--- config.mk ---
export PLATFORM = sky130hd
export DESIGN_NAME = vn3d_front
export DESIGN_NICKNAME = d
export VERILOG_FILES = /design/src/design/vn3d_pkg.sv /design/src/design/vn3d_front.sv
export SDC_FILE = /design/constraint.sdc
export NUM_CORES = 2
export LEC_CHECK = 0
export ABC_CLOCK_PERIOD_IN_PS = 4170
export BUFFER_PORTS_ARGS = -buffer_cell sky130_fd_sc_hd__buf_2
export CAP_MARGIN = 20
export CORE_MARGIN = 5
export CORE_UTILIZATION = 37
export CTS_BUF_LIST = sky130_fd_sc_hd__clkbuf_2 sky130_fd_sc_hd__clkbuf_4 sky130_fd_sc_hd__clkbuf_8
export CTS_CLUSTER_DIAMETER = 40
export DETAILED_ROUTE_END_ITERATION = 6
export GPL_TIMING_DRIVEN = 0
export PLACE_DENSITY_LB_ADDON = 0.05
export SLEW_MARGIN = 10
export SYNTH_ARGS = -nofsm -noshare
export SYNTH_HDL_FRONTEND = slang
export SYNTH_SLANG_ARGS = --single-unit
--- constraint.sdc ---
create_clock -name clk -period 4.17 [get_ports clk]
set_input_delay 0.2085 -clock clk [delete_from_list [all_inputs] [get_ports clk]]
set_output_delay 0.2085 -clock clk [all_outputs]
set_load 0.005 [all_outputs]
--- src/design/vn3d_pkg.sv ---
`default_nettype none
package vn3d_pkg;

	// Stage counts of the back pipeline and the queue depth
	localparam int unsigned SqrtSteps = 16;
	localparam int unsigned DivSteps  = 15;
	localparam int unsigned QueueDepth = 4;

	// One classified vector as it waits in the queue
	typedef struct packed {
		logic [31:0] sum;
		logic [15:0] ax;
		logic [15:0] ay;
		logic [15:0] az;
		logic        sx;
		logic        sy;
		logic        sz;
	} vn3d_item_t;

	// Partial remainder and root of the square-root recurrence
	typedef struct packed {
		logic [19:0] rem;
		logic [15:0] root;
	} vn3d_sq_t;

	// Queue status seen by the front and back
	typedef struct packed {
		logic full;
		logic empty;
	} vn3d_qstat_t;

	// One digit of the restoring square root: bring down two bits
	function automatic vn3d_sq_t sqrt_step(input vn3d_sq_t cur, input logic [1:0] pair);
		logic [19:0] r2;
		logic [19:0] trial;
		vn3d_sq_t    nxt;
		r2    = {cur.rem[17:0], pair};
		trial = {2'b00, cur.root, 2'b01};
		if (r2 >= trial) begin
			nxt.rem  = r2 - trial;
			nxt.root = {cur.root[14:0], 1'b1};
		end else begin
			nxt.rem  = r2;
			nxt.root = {cur.root[14:0], 1'b0};
		end
		return nxt;
	endfunction

	// One quotient bit of restoring division; returns {bit, remainder}
	function automatic logic [16:0] div_step(input logic [15:0] rem, input logic bit_in,
			input logic [15:0] dvs);
		logic [16:0] r2;
		logic [16:0] res;
		r2 = {rem, bit_in};
		if (r2 >= {1'b0, dvs}) begin
			res = {1'b1, 16'(r2 - {1'b0, dvs})};
		end else begin
			res = {1'b0, r2[15:0]};
		end
		return res;
	endfunction

endpackage
`default_nettype wire

--- src/design/vn3d_front.sv ---
`default_nettype none
module vn3d_front import vn3d_pkg::*; (
	input  wire logic        clk,
	input  wire logic        arst_n,
	input  wire logic        in_valid,
	output logic             in_ready,
	input  wire logic [47:0] in_data,
	input  wire vn3d_qstat_t qstat,
	output logic             push,
	output vn3d_item_t       push_item
);

	logic [15:0] cx, cy, cz, ax, ay, az;
	logic        vld_s1;
	logic [31:0] sqx_s1, sqy_s1, sqz_s1;
	logic [15:0] ax_s1, ay_s1, az_s1;
	logic        sx_s1, sy_s1, sz_s1;

	// Take magnitudes of the components
	assign cx = in_data[15:0];
	assign cy = in_data[31:16];
	assign cz = in_data[47:32];
	assign ax = cx[15] ? 16'(-cx) : cx;
	assign ay = cy[15] ? 16'(-cy) : cy;
	assign az = cz[15] ? 16'(-cz) : cz;

	assign push     = vld_s1 && !qstat.full;
	assign in_ready = !vld_s1 || !qstat.full;

	// Square each component
	always_ff @(posedge clk or negedge arst_n) begin
		if (!arst_n) begin
			vld_s1 <= 1'b0;
		end else if (in_ready) begin
			vld_s1 <= in_valid;
		end
	end

	always_ff @(posedge clk) begin
		if (in_ready && in_valid) begin
			sqx_s1 <= ax * ax;
			sqy_s1 <= ay * ay;
			sqz_s1 <= az * az;
			ax_s1  <= ax;
			ay_s1  <= ay;
			az_s1  <= az;
			sx_s1  <= cx[15];
			sy_s1  <= cy[15];
			sz_s1  <= cz[15];
		end
	end

	// Sum the squares into the queue entry
	always_comb begin
		push_item.sum = sqx_s1 + sqy_s1 + sqz_s1;
		push_item.ax  = ax_s1;
		push_item.ay  = ay_s1;
		push_item.az  = az_s1;
		push_item.sx  = sx_s1;
		push_item.sy  = sy_s1;
		push_item.sz  = sz_s1;
	end

endmodule
`default_nettype wire

==> metrics.md <==
| Metric | Value |
|---|---|
| CP max FO | `4` |
| Synth area leaders | `fa_1, edfxtp_1, ha_1, inv_1, xnor2_1` |
| Fin area | `0.0368 mm^2` |
| Slew headroom | `0.517` |
| Setup ws final | `-2.70 ns` |
| I/O pins | `138` |
| Distinct cells, synth | `76` |
| Most used cell, CP | `fa_1` |
| Filler Cell Count | `7044` |
| RSZ-0062 raised after global routing | `yes` |
| Final setup fails | `75` |
| Layout cells sized above 1 | `0.289` |
| EDFF count, synth | `141` |
| First-pass GRT wire length | `129000 um` |
| Final Hold Violating Endpoints | `0` |
| Vias/cell | `4.87` |
| Worst hold path class | `input port to register` |
| CP max stage cell | `or4_4` |
| Ys Warns | `0` |
| Die area | `0.0815 mm^2` |
| Post-synth top area share | `0.371` |
| Setup crit end kind | `register` |
| Min Clock Period, post-route | `6.87 ns` |
| CTS tree | `done` |
| WP data arrival | `7.16 ns` |
| Syn Inst Count | `2883` |
| Fraction of registers with async set/reset | `0.00704` |
| Die extent in y | `285 um` |
| Number of remaining DRC errors | `0` |
| IO Port Bufs | `134` |
| DIE WIDTH | `285 um` |
| Cell family with most CP delay | `adder cells` |
| DR vias | `21000` |
| CTS root buf | `clkbuf_8` |
| Violated checks | `negative setup slack` |
| Initial Utilization | `0.372` |
| Tcrit/Tclk final | `1.65` |
| Area growth, synth to finish | `31.1%` |
| Post-detail-place hpwl | `63400 um` |
| Commonest non-fill, non-tap cell in the layout | `inv_1` |
| Placed instance area | `0.0316 mm^2` |
| Clock transition at path regs | `0.11 ns` |
| Pre-CTS setup slack | `-4.61 ns` |
| Worst path required time | `4.46 ns` |
| Top FF cell, synth | `edfxtp_1` |
| Highest Clock Rate | `146 MHz` |
| WL/cell | `18.6 um` |
| Antenna violations before repair | `2` |
| Synthesized area | `0.0281 mm^2` |
| Core Box Area | `0.0756 mm^2` |
| Worst Tran Pin Value | `0.723 ns` |
| Row Count | `101` |
| Critical Path Max Stage Delay | `0.54 ns` |
| Startpoint type of the worst setup path | `input port` |
| Clock latency on the worst-skew pair | `0.54 ns` |
| Largest net degree at the start of global routing | `46` |
| Placed insts | `4033` |
| Max clock buf depth | `2` |
| Total track usage | `0.202` |
| CP bufs+invs | `7` |
| WL final | `80200 um` |
| Post-layout net count | `4222` |
| Largest area contributor in the netlist | `fa_1` |
| Htree depth | `4` |
| Most frequent cells in the layout | `inv_1, fa_1, ha_1, nand2_1, nor2_1` |
| 1st-iter DRT viols | `931` |
| Sequential area share after synthesis | `0.152` |
| CP Class | `input port to register` |
| Vias in the first global route | `23600` |
| Non-filler cells, final | `4321` |
| Global placement routability congestion | `0.846` |
| Syn avg cell area | `9.74 um^2` |
| Skew final | `0.0154 ns` |
| Antenna viol nets, final | `0` |
| CTS buffer count | `17` |
| DR pass1 iterations | `5` |
| Gr ovfl total | `0` |
| Setup tns final | `-150.26 ns` |
| Status | `finished, violations left` |
| CTS Sinks | `142` |
| Register bit total from synthesis | `142` |
| Final slew viol count | `0` |
| Reported max-cap violation count | `0` |
## sequential cells by signal, indices dropped and copies added (netlist names)
signal / cells
az_s1: 15
sqy_s1: 31
ay_s1: 15
sqx_s1: 31
sy_s1: 1
sz_s1: 1
sx_s1: 1
sqz_s1: 31
vld_s1: 1
ax_s1: 15
## cell usage after synthesis, types with 15 or more instances
| cell | instances |
|---|---|
| nand2b_1 | 15 |
| xor2_1 | 49 |
| ha_1 | 321 |
| nor2_1 | 223 |
| nand2_1 | 253 |
| o21bai_1 | 16 |
| a21oi_1 | 98 |
| o31ai_1 | 17 |
| o21a_1 | 15 |
| xnor2_1 | 114 |
| a21o_1 | 66 |
| inv_1 | 703 |
| fa_1 | 520 |
| nand3_1 | 20 |
| o21ai_0 | 44 |
| clkbuf_1 | 38 |
| nor2b_1 | 15 |
| and2_1 | 15 |
| nor3_1 | 23 |
| edfxtp_1 | 141 |
| clkinv_1 | 18 |
## logic make-up after synthesis
logic type      after synthesis  synth area share
flops                       142             0.152
xor+xnor                    165            0.0524
mux                           1          0.000357
buf+inv                     768             0.103
other cells                   2          0.000267
fa+ha+maj                   841             0.514
compound gates              337            0.0793
simple gates                627            0.0987
## what timing repair did
item                                    4_1_cts  5_1_grt
gates cloned                                  1        0
hold endpoints to repair                      7        0
gates resized for setup                     399      188
setup buffers                               182       77
endpoints found under the setup margin       89       89
hold buffers                                  9        0
pin swaps                                   185      163
## area by class of cell
type                            instances  area (um^2)  area share
Timing Repair Buffer                  391         3100      0.0841
Tap cell                              978         1220      0.0332
Clock inverter                         15          170     0.00462
Timing Repair inverter                  1         5.00    0.000136
Antenna cell                            2         5.00    0.000136
Inverter                              723         2840      0.0771
Sequential cell                       142         4260       0.116
Clock buffer                           17          234     0.00636
Multi-Input combinational cell       2007        24500       0.666
Buffer                                 45          480      0.0131
## final timing paths
check                                    from              endpoint  cells after the start  slack (ns)
setup / recovery                  in_data[21]  sqy_s1[31]$_DFFE_PP_                     28       -2.70
hold / removal                    in_data[15]       sx_s1$_DFFE_PP_                      1        0.06
setup reg to reg           vld_s1$_DFFE_PN0N_  sqy_s1[29]$_DFFE_PP_                      4        2.29
hold reg to reg            vld_s1$_DFFE_PN0N_       sx_s1$_DFFE_PP_                      2        0.95
max in group asynchronous              arst_n    vld_s1$_DFFE_PN0N_                      3        3.59
min in group asynchronous              arst_n    vld_s1$_DFFE_PN0N_                      3        0.48
## stage by stage
stage	hold slack (ns)	utilization
6_report	0.0602	0.487
5_1_grt	0.0191	0.487
3_3_place_gp	-0.0174	0.417
3_5_place_dp	-0.0142	0.418
2_1_floorplan	-0.0871	-
4_1_cts	0.00679	0.470
## routing by layer
layer	global-route usage	routed length, um
met4	0.0455	1470
met2	0.359	41000
met5	0	0
met3	0.0266	2600
met1	0.265	35100
Power is left out: the tool's default activity adds up to more than one toggle a clock period on the data nets, which glitch-free logic cannot reach.
