File: src/design/vn3d_pkg.sv
`default_nettype none
package vn3d_pkg;

	// Stage counts of the back pipeline and the queue depth
	localparam int unsigned SqrtSteps = 16;
	localparam int unsigned DivSteps  = 15;
	localparam int unsigned QueueDepth = 4;

	// One classified vector as it waits in the queue
	typedef struct packed {
		logic [31:0] sum;
		logic [15:0] ax;
		logic [15:0] ay;
		logic [15:0] az;
		logic        sx;
		logic        sy;
		logic        sz;
	} vn3d_item_t;

	// Partial remainder and root of the square-root recurrence
	typedef struct packed {
		logic [19:0] rem;
		logic [15:0] root;
	} vn3d_sq_t;

	// Queue status seen by the front and back
	typedef struct packed {
		logic full;
		logic empty;
	} vn3d_qstat_t;

	// One digit of the restoring square root: bring down two bits
	function automatic vn3d_sq_t sqrt_step(input vn3d_sq_t cur, input logic [1:0] pair);
		logic [19:0] r2;
		logic [19:0] trial;
		vn3d_sq_t    nxt;
		r2    = {cur.rem[17:0], pair};
		trial = {2'b00, cur.root, 2'b01};
		if (r2 >= trial) begin
			nxt.rem  = r2 - trial;
			nxt.root = {cur.root[14:0], 1'b1};
		end else begin
			nxt.rem  = r2;
			nxt.root = {cur.root[14:0], 1'b0};
		end
		return nxt;
	endfunction

	// One quotient bit of restoring division; returns {bit, remainder}
	function automatic logic [16:0] div_step(input logic [15:0] rem, input logic bit_in,
			input logic [15:0] dvs);
		logic [16:0] r2;
		logic [16:0] res;
		r2 = {rem, bit_in};
		if (r2 >= {1'b0, dvs}) begin
			res = {1'b1, 16'(r2 - {1'b0, dvs})};
		end else begin
			res = {1'b0, r2[15:0]};
		end
		return res;
	endfunction

endpackage
`default_nettype wire

File: src/design/vn3d_queue.sv
`default_nettype none
module vn3d_queue import vn3d_pkg::*; (
	input  wire logic        clk,
	input  wire logic        arst_n,
	input  wire logic        push,
	input  wire vn3d_item_t  push_item,
	input  wire logic        pop,
	output vn3d_item_t       head,
	output vn3d_qstat_t      qstat
);

	localparam int unsigned Aw = $clog2(QueueDepth);

	vn3d_item_t          mem_q [QueueDepth];
	logic [Aw-1:0]       wr_q, rd_q;
	logic [Aw:0]         cnt_q;

	assign qstat.full  = (cnt_q == (Aw+1)'(QueueDepth));
	assign qstat.empty = (cnt_q == '0);
	assign head        = mem_q[rd_q];

	// Advance pointers and count
	always_ff @(posedge clk or negedge arst_n) begin
		if (!arst_n) begin
			wr_q  <= '0;
			rd_q  <= '0;
			cnt_q <= '0;
		end else begin
			if (push) wr_q <= wr_q + 1'b1;
			if (pop)  rd_q <= rd_q + 1'b1;
			if (push && !pop) cnt_q <= cnt_q + 1'b1;
			else if (pop && !push) cnt_q <= cnt_q - 1'b1;
		end
	end

	always_ff @(posedge clk) begin
		if (push) mem_q[wr_q] <= push_item;
	end

endmodule
`default_nettype wire

File: config.mk
export PLATFORM = sky130hd
export DESIGN_NAME = vn3d_queue
export DESIGN_NICKNAME = d
export VERILOG_FILES = /design/src/design/vn3d_pkg.sv /design/src/design/vn3d_queue.sv
export SDC_FILE = /design/constraint.sdc
export NUM_CORES = 1
export LEC_CHECK = 0
export BUFFER_PORTS_ARGS = -buffer_cell sky130_fd_sc_hd__buf_2
export CORE_ASPECT_RATIO = 1.4
export CORE_MARGIN = 1
export CORE_UTILIZATION = 60
export CTS_CLUSTER_SIZE = 40
export DETAILED_ROUTE_END_ITERATION = 16
export PLACE_DENSITY = 0.83
export SKIP_CTS_REPAIR_TIMING = 1
export SYNTH_ARGS = -nofsm -noshare
export SYNTH_HDL_FRONTEND = slang
export SYNTH_SLANG_ARGS = --single-unit
File: constraint.sdc
create_clock -name clk -period 7.35 [get_ports clk]
set_clock_uncertainty 0.05 [all_clocks]
set_input_delay 0.3675 -clock clk [delete_from_list [all_inputs] [get_ports clk]]
set_output_delay 0.3675 -clock clk [all_outputs]
set_load 0.02 [all_outputs]
==> impl_metrics.yaml, run 1 <==
drt:
  drt_drc_violations_left: 0
  dr.pass1.iters: 4
  wl_per_cell_um: 23.5
  drt-total-wl_um: 22200
  viasPerCell: 5.81
  vias: 5505
  ant_nets: 0
  drt_iter0_markers: 366
critical_path:
  startpoint_type: "flip-flop"
  critical_path_class: "flip-flop to primary output"
  crit_family: "buffers and inverters"
  timing.rr.start: "wr_q[1]$_DFFE_PN0P_"
  r2r-end: "mem_q[1][18]$_DFFE_PP_"
  crit_slowest_cell: "dfrtp_4"
  slowest_delay_ns: 0.92
  path_buf_inv: 2
  arrival_ns: 3.16
  rrSetupSlack_ns: 4.99
  critPathRequiredTime_ns: 6.93
  end_kind: "primary output"
  ff2ff_path_depth: 4
  crit_fanout: 46
  crit_chain: "buf_4, mux4_2, buf_2"
clocking:
  cts.htree.levels: 1
  path_clk_slew_ns: 0.06
  clock_path_buffers: 3
  cts-root-buf: "clkbuf_16"
  numCtsBuffers: 29
  cts_tree: "done"
  insertion_delay_ns: 0.52
  cts_sinks: 339
pwr:
  p_leak_nw: 4.96
  p_sw_mw: 1.83
  ir_worst_vdd_uv: 284
  power_frac_seq: 0.471
  p_comb_frac: 0.290
  clockPowerShare: 0.238
  swShare: 0.311
  power.density_nw_per_um2: 407
  p_int_mw: 4.06
  power.total_mw: 5.89
min_path:
  hold_class: "primary input to flip-flop"
  hold_end: "mem_q[1][1]$_DFFE_PP_"
  hold_start: "push_item[1]"
  whs_path_depth: 1
synthesis:
  yosys_warnings: 0
  synth_cell_type_count: 20
  yosysSeqAreaShare: 0.816
  avgSynthCellArea_um2: 26.6
  syn_nets: 561
  synth-seq-cells: 339
  synth_area_um2: 12400
  syn_inst: 468
status:
  status: "complete, no violations"
grt:
  track_usage: 0.213
  global_route.overflow_total: 0
  grt_pass1_vias: 5874
  grt_first_pass_wirelength_um: 32900
  grt_max_degree: 85
  grt_antenna_before_repair: 5
timing:
  period_share: 0.487
  tns_ns: 0
  worst_slew_pin_slew_ns: 1.25
  whs_ns: 0.0111
  fmax_mhz: 279
  slew_violations: 0
  finalHoldViolCount: 0
  slew_headroom: 0.169
  min_period_ns: 3.58
  rsz0062_at_grt: "false"
  setup_viol: 0
layout:
  finalNetCount: 764
  final_core_util: 0.722
  drive_gt1_frac: 0.438
  fillers: 1120
  layout_common_cells: "332 x edfxtp_1, 171 x buf_2, 83 x mux4_2, 29 x clkbuf_16, 15 x dlygate4sd3_1"
  syn2layout_area_growth_pct: 16.6
  instances_no_fill: 947
  final_common_cell: "edfxtp_1"
placement:
  portBuffers: 171
  dp_hpwl_um: 13400
  numPlacedInstances: 877
  place_congestion: 0.696
floorplanning:
  die_area_um2: 21300
  die_w_um: 124
  ioPinCount: 172
  start_util: 0.619
  core_area_um2: 20100
  die_h_um: 172
  rows: 61
flow_run:
  max-cap-violations: 0
cell type report:
type / instances / area, µm² / share of cell area
Antenna cell: 4 / 10.0 / 0.000691
Clock buffer: 34 / 744 / 0.0514
Clock inverter: 17 / 126 / 0.00872
Inverter: 4 / 15.0 / 0.00104
Multi-Input combinational cell: 106 / 2080 / 0.144
Sequential cell: 339 / 10200 / 0.701
Tap cell: 252 / 315 / 0.0218
Timing Repair Buffer: 191 / 1040 / 0.0720
layer usage:
| layer | GRT usage | share of wire |
|---|---|---|
| met5 | 0 | 0.00050 |
| met4 | 0.0655 | 0.022 |
| met3 | 0.0340 | 0.049 |
| met2 | 0.381 | 0.56 |
| met1 | 0.265 | 0.37 |
cell families after synthesis:
logic type,share of synthesized area
DFF,0.816
muxes,0.151
buffers and inverters,0.0170
and+or+nand+nor,0.00393
xor gates and xnor gates,0.00423
adders and majority gates,0.00665
AOI/OAI and AO/OA,0.000402
through the flow:
| step | cell area (µm²) | setup WS (ns) |
|---|---|---|
| 5_1_grt | 14500 | 3.50 |
| 3_3_place_gp | 13500 | 4.22 |
| 3_5_place_dp | 13500 | 4.21 |
| 2_1_floorplan | 12400 | 4.30 |
| 4_1_cts | 14300 | 3.64 |
| 6_report | 14500 | 3.77 |
flip-flops by register name, indices dropped and copies added (netlist names):
| register | cells |
|---|---|
| cnt_q | 3 |
| mem_q | 332 |
| rd_q | 2 |
| wr_q | 2 |
Yosys cell counts:
master / n / share of area
mux4_2: 83 / 0.15
buf_12: 6 / 0.0097
nand2_1: 2 / 0.00060
nor3b_1: 1 / 0.00060
inv_1: 4 / 0.0012
xor2_1: 4 / 0.0028
buf_2: 7 / 0.0028
and2_1: 4 / 0.0020
mux2_2: 1 / 0.00091
fa_1: 1 / 0.0016
dfrtp_1: 7 / 0.014
edfxtp_1: 332 / 0.80
ha_1: 5 / 0.0050
xnor2_1: 2 / 0.0014
buf_4: 3 / 0.0018
buf_6: 1 / 0.00091
o21ai_0: 1 / 0.00040
nor2_1: 1 / 0.00030
nor3_1: 1 / 0.00040
clkbuf_1: 2 / 0.00060
worst max-delay path by stage:
| stage | from | to | slack (ns) | cells after the start |
|---|---|---|---|---|
| 3_5_place_dp | rd_q[0]$_DFFE_PN0P_ | head[43] | 4.21 | 3 |
| 6_report | rd_q[0]$_DFFE_PN0P_ | head[64] | 3.77 | 3 |
| 3_3_place_gp | rd_q[0]$_DFFE_PN0P_ | head[43] | 4.22 | 3 |
| 5_1_grt | rd_q[0]$_DFFE_PN0P_ | head[64] | 3.50 | 3 |
| 2_1_floorplan | wr_q[0]$_DFFE_PN0P_ | mem_q[2][0]$_DFFE_PP_ | 4.30 | 3 |
| 4_1_cts | rd_q[0]$_DFFE_PN0P_ | head[43] | 3.64 | 3 |
worst reg2reg max path: stages (launching register included):
cell	delay, ns
dfrtp_1	0.41
inv_1	0.12
ha_1	0.16
and2_4	0.40
buf_4	0.81
power by group through the flow:
stage          clock, mW  combinational [mW]  sequential, mW
5_1_grt             1.50                1.82            2.82
2_1_floorplan          0                1.41            2.65
3_5_place_dp           0                1.73            2.83
3_3_place_gp           0                1.70            2.79
4_1_cts             1.43                1.74            2.79
6_report            1.41                1.71            2.78
Power figures use the tool's default switching activity.
==> run 2, diff against run 1 <==
Settings changed: CORE_UTILIZATION 60 to 57, PLACE_DENSITY 0.83 to 0.79.
Clock period 7.35 ns to 3.6 ns, I/O delays scaled along.
==> impl_metrics.yaml, run 2 (synthesized netlist as in run 1, its figures left out) <==
status:
  status: "complete, no violations"
layout:
  layout_common_cells: "332 x edfxtp_1, 171 x buf_2, 87 x dlygate4sd3_1, 83 x mux4_2, 31 x clkbuf_16"
  final_core_util: 0.719
  design_area_um2: 15300
  instances_no_fill: 1029
  top_register: "mem_q"
  largest_reg_flops: 332
  reg_top3: "mem_q: 332 flops, cnt_q: 3 flops"
  finalNetCount: 842
  syn2layout_area_growth_pct: 23.2
  drive_gt1_frac: 0.397
  final_common_cell: "edfxtp_1"
  fillers: 1214
timing:
  finalHoldViolCount: 0
  slew_headroom: 0.516
  worst_slew_pin_slew_ns: 0.725
  tns_ns: 0
  rsz0062_at_grt: "false"
  setup_slack_ns: 0.853
  period_share: 0.763
  whs_ns: 0.351
  min_period_ns: 2.75
  setup_viol: 0
  fmax_mhz: 364
  slew_violations: 0
grt:
  grt_first_pass_wirelength_um: 33100
  track_usage: 0.199
  grt_max_degree: 56
  global_route.overflow_total: 0
  grt_antenna_before_repair: 1
  grt_pass1_vias: 5950
clocking:
  insertion_delay_ns: 0.52
  path_clk_slew_ns: 0.06
  cts_tree: "done"
  cts_sinks: 339
  cts.htree.levels: 1
  cts-root-buf: "clkbuf_16"
  numCtsBuffers: 31
  clock_path_buffers: 3
flow_run:
  max-cap-violations: 0
pwr:
  power.total_mw: 12.2
  ir_worst_vdd_uv: 533
  power.density_nw_per_um2: 796
  p_leak_nw: 5.31
placement:
  place_congestion: 0.757
  place_area_um2: 13500
  place_ws_ns: 1.32
  dp_hpwl_um: 13900
  portBuffers: 171
  numPlacedInstances: 889
drt:
  drt-total-wl_um: 22900
  dr.pass1.iters: 6
  ant_nets: 0
  drt_iter0_markers: 410
  vias: 5759
  drt_drc_violations_left: 0
  viasPerCell: 5.60
  wl_per_cell_um: 22.3
floorplanning:
  core_area_um2: 21300
  die_w_um: 127
  ioPinCount: 172
  start_util: 0.584
  die_area_um2: 22400
  rows: 63
  die_h_um: 177
min_path:
  hold_class: "primary input to flip-flop"
critical_path:
  crit_slowest_cell: "dfrtp_4"
  startpoint_type: "flip-flop"
  rrSetupSlack_ns: 1.54
  cp-endpoint: "head[21]"
  crit_fanout: 28
  critPathRequiredTime_ns: 3.37
  end_kind: "primary output"
  cp-startpoint: "rd_q[0]$_DFFE_PN0P_"
  critical_path_class: "flip-flop to primary output"
  crit_chain: "buf_4, mux4_2, buf_2"
  timing.rr.start: "wr_q[0]$_DFFE_PN0P_"
  arrival_ns: 2.52
  ff2ff_path_depth: 4
  path_depth: 3
  crit_family: "flip-flops"
  r2r-end: "mem_q[2][28]$_DFFE_PP_"
  path_buf_inv: 2
  slowest_delay_ns: 0.78
run 2: cell types whose count changed in the layout (fill, tap and decap cells not counted):
cell,previous run,this run
dlygate4sd3_1,15,87
clkinvlp_4,1,0
diode_2,4,1
clkbuf_1,5,8
clkinv_2,5,3
buf_12,0,4
bufinv_16,2,1
clkbuf_16,29,31
run 2: worst min-delay path by stage:
| stage | start | end | slack (ns) | cells after the start |
|---|---|---|---|---|
| floorplan | arst_n | cnt_q[0]$_DFFE_PN0P_ | -0.17 | 0 |
| global placement | arst_n | rd_q[1]$_DFFE_PN0P_ | -0.03 | 1 |
| detailed placement | arst_n | rd_q[1]$_DFFE_PN0P_ | -0.02 | 1 |
| CTS | arst_n | rd_q[0]$_DFFE_PN0P_ | -0.59 | 1 |
| global route | push_item[77] | mem_q[2][77]$_DFFE_PP_ | 0.34 | 2 |
| finish | push_item[67] | mem_q[3][67]$_DFFE_PP_ | 0.35 | 2 |
run 2: cell type report:
type	instances	area (µm²)	share of cell area
antenna	1	2.50	0.000164
sequential	339	10200	0.663
multi-input combinational	106	2080	0.136
timing repair buffer	267	1840	0.121
clock inverter	13	78.8	0.00515
inverter	4	15.0	0.000981
clock buffer	39	806	0.0527
tap	260	325	0.0213
run 2: worst reg2reg max path: stages, from the launching register on:
cell	delay, ns
dfrtp_1	0.42
inv_1	0.10
ha_1	0.14
and2_4	0.59
buf_4	0.43
run 2: power breakdown:
group	internal [mW]	switching, mW
sequential	5.17	0.357
combinational	1.61	2.15
clock	1.63	1.27
total	8.41	3.77
run 2: routing by layer:
| layer | GRT usage | vias to the layer above | wire [µm] |
|---|---|---|---|
| met5 | 0 | - | 0 |
| met4 | 0.0809 | 0 | 624 |
| met3 | 0.0336 | 37 | 964 |
| met2 | 0.363 | 173 | 12800 |
| met1 | 0.236 | 2979 | 8560 |
| li1 | - | 2570 | - |
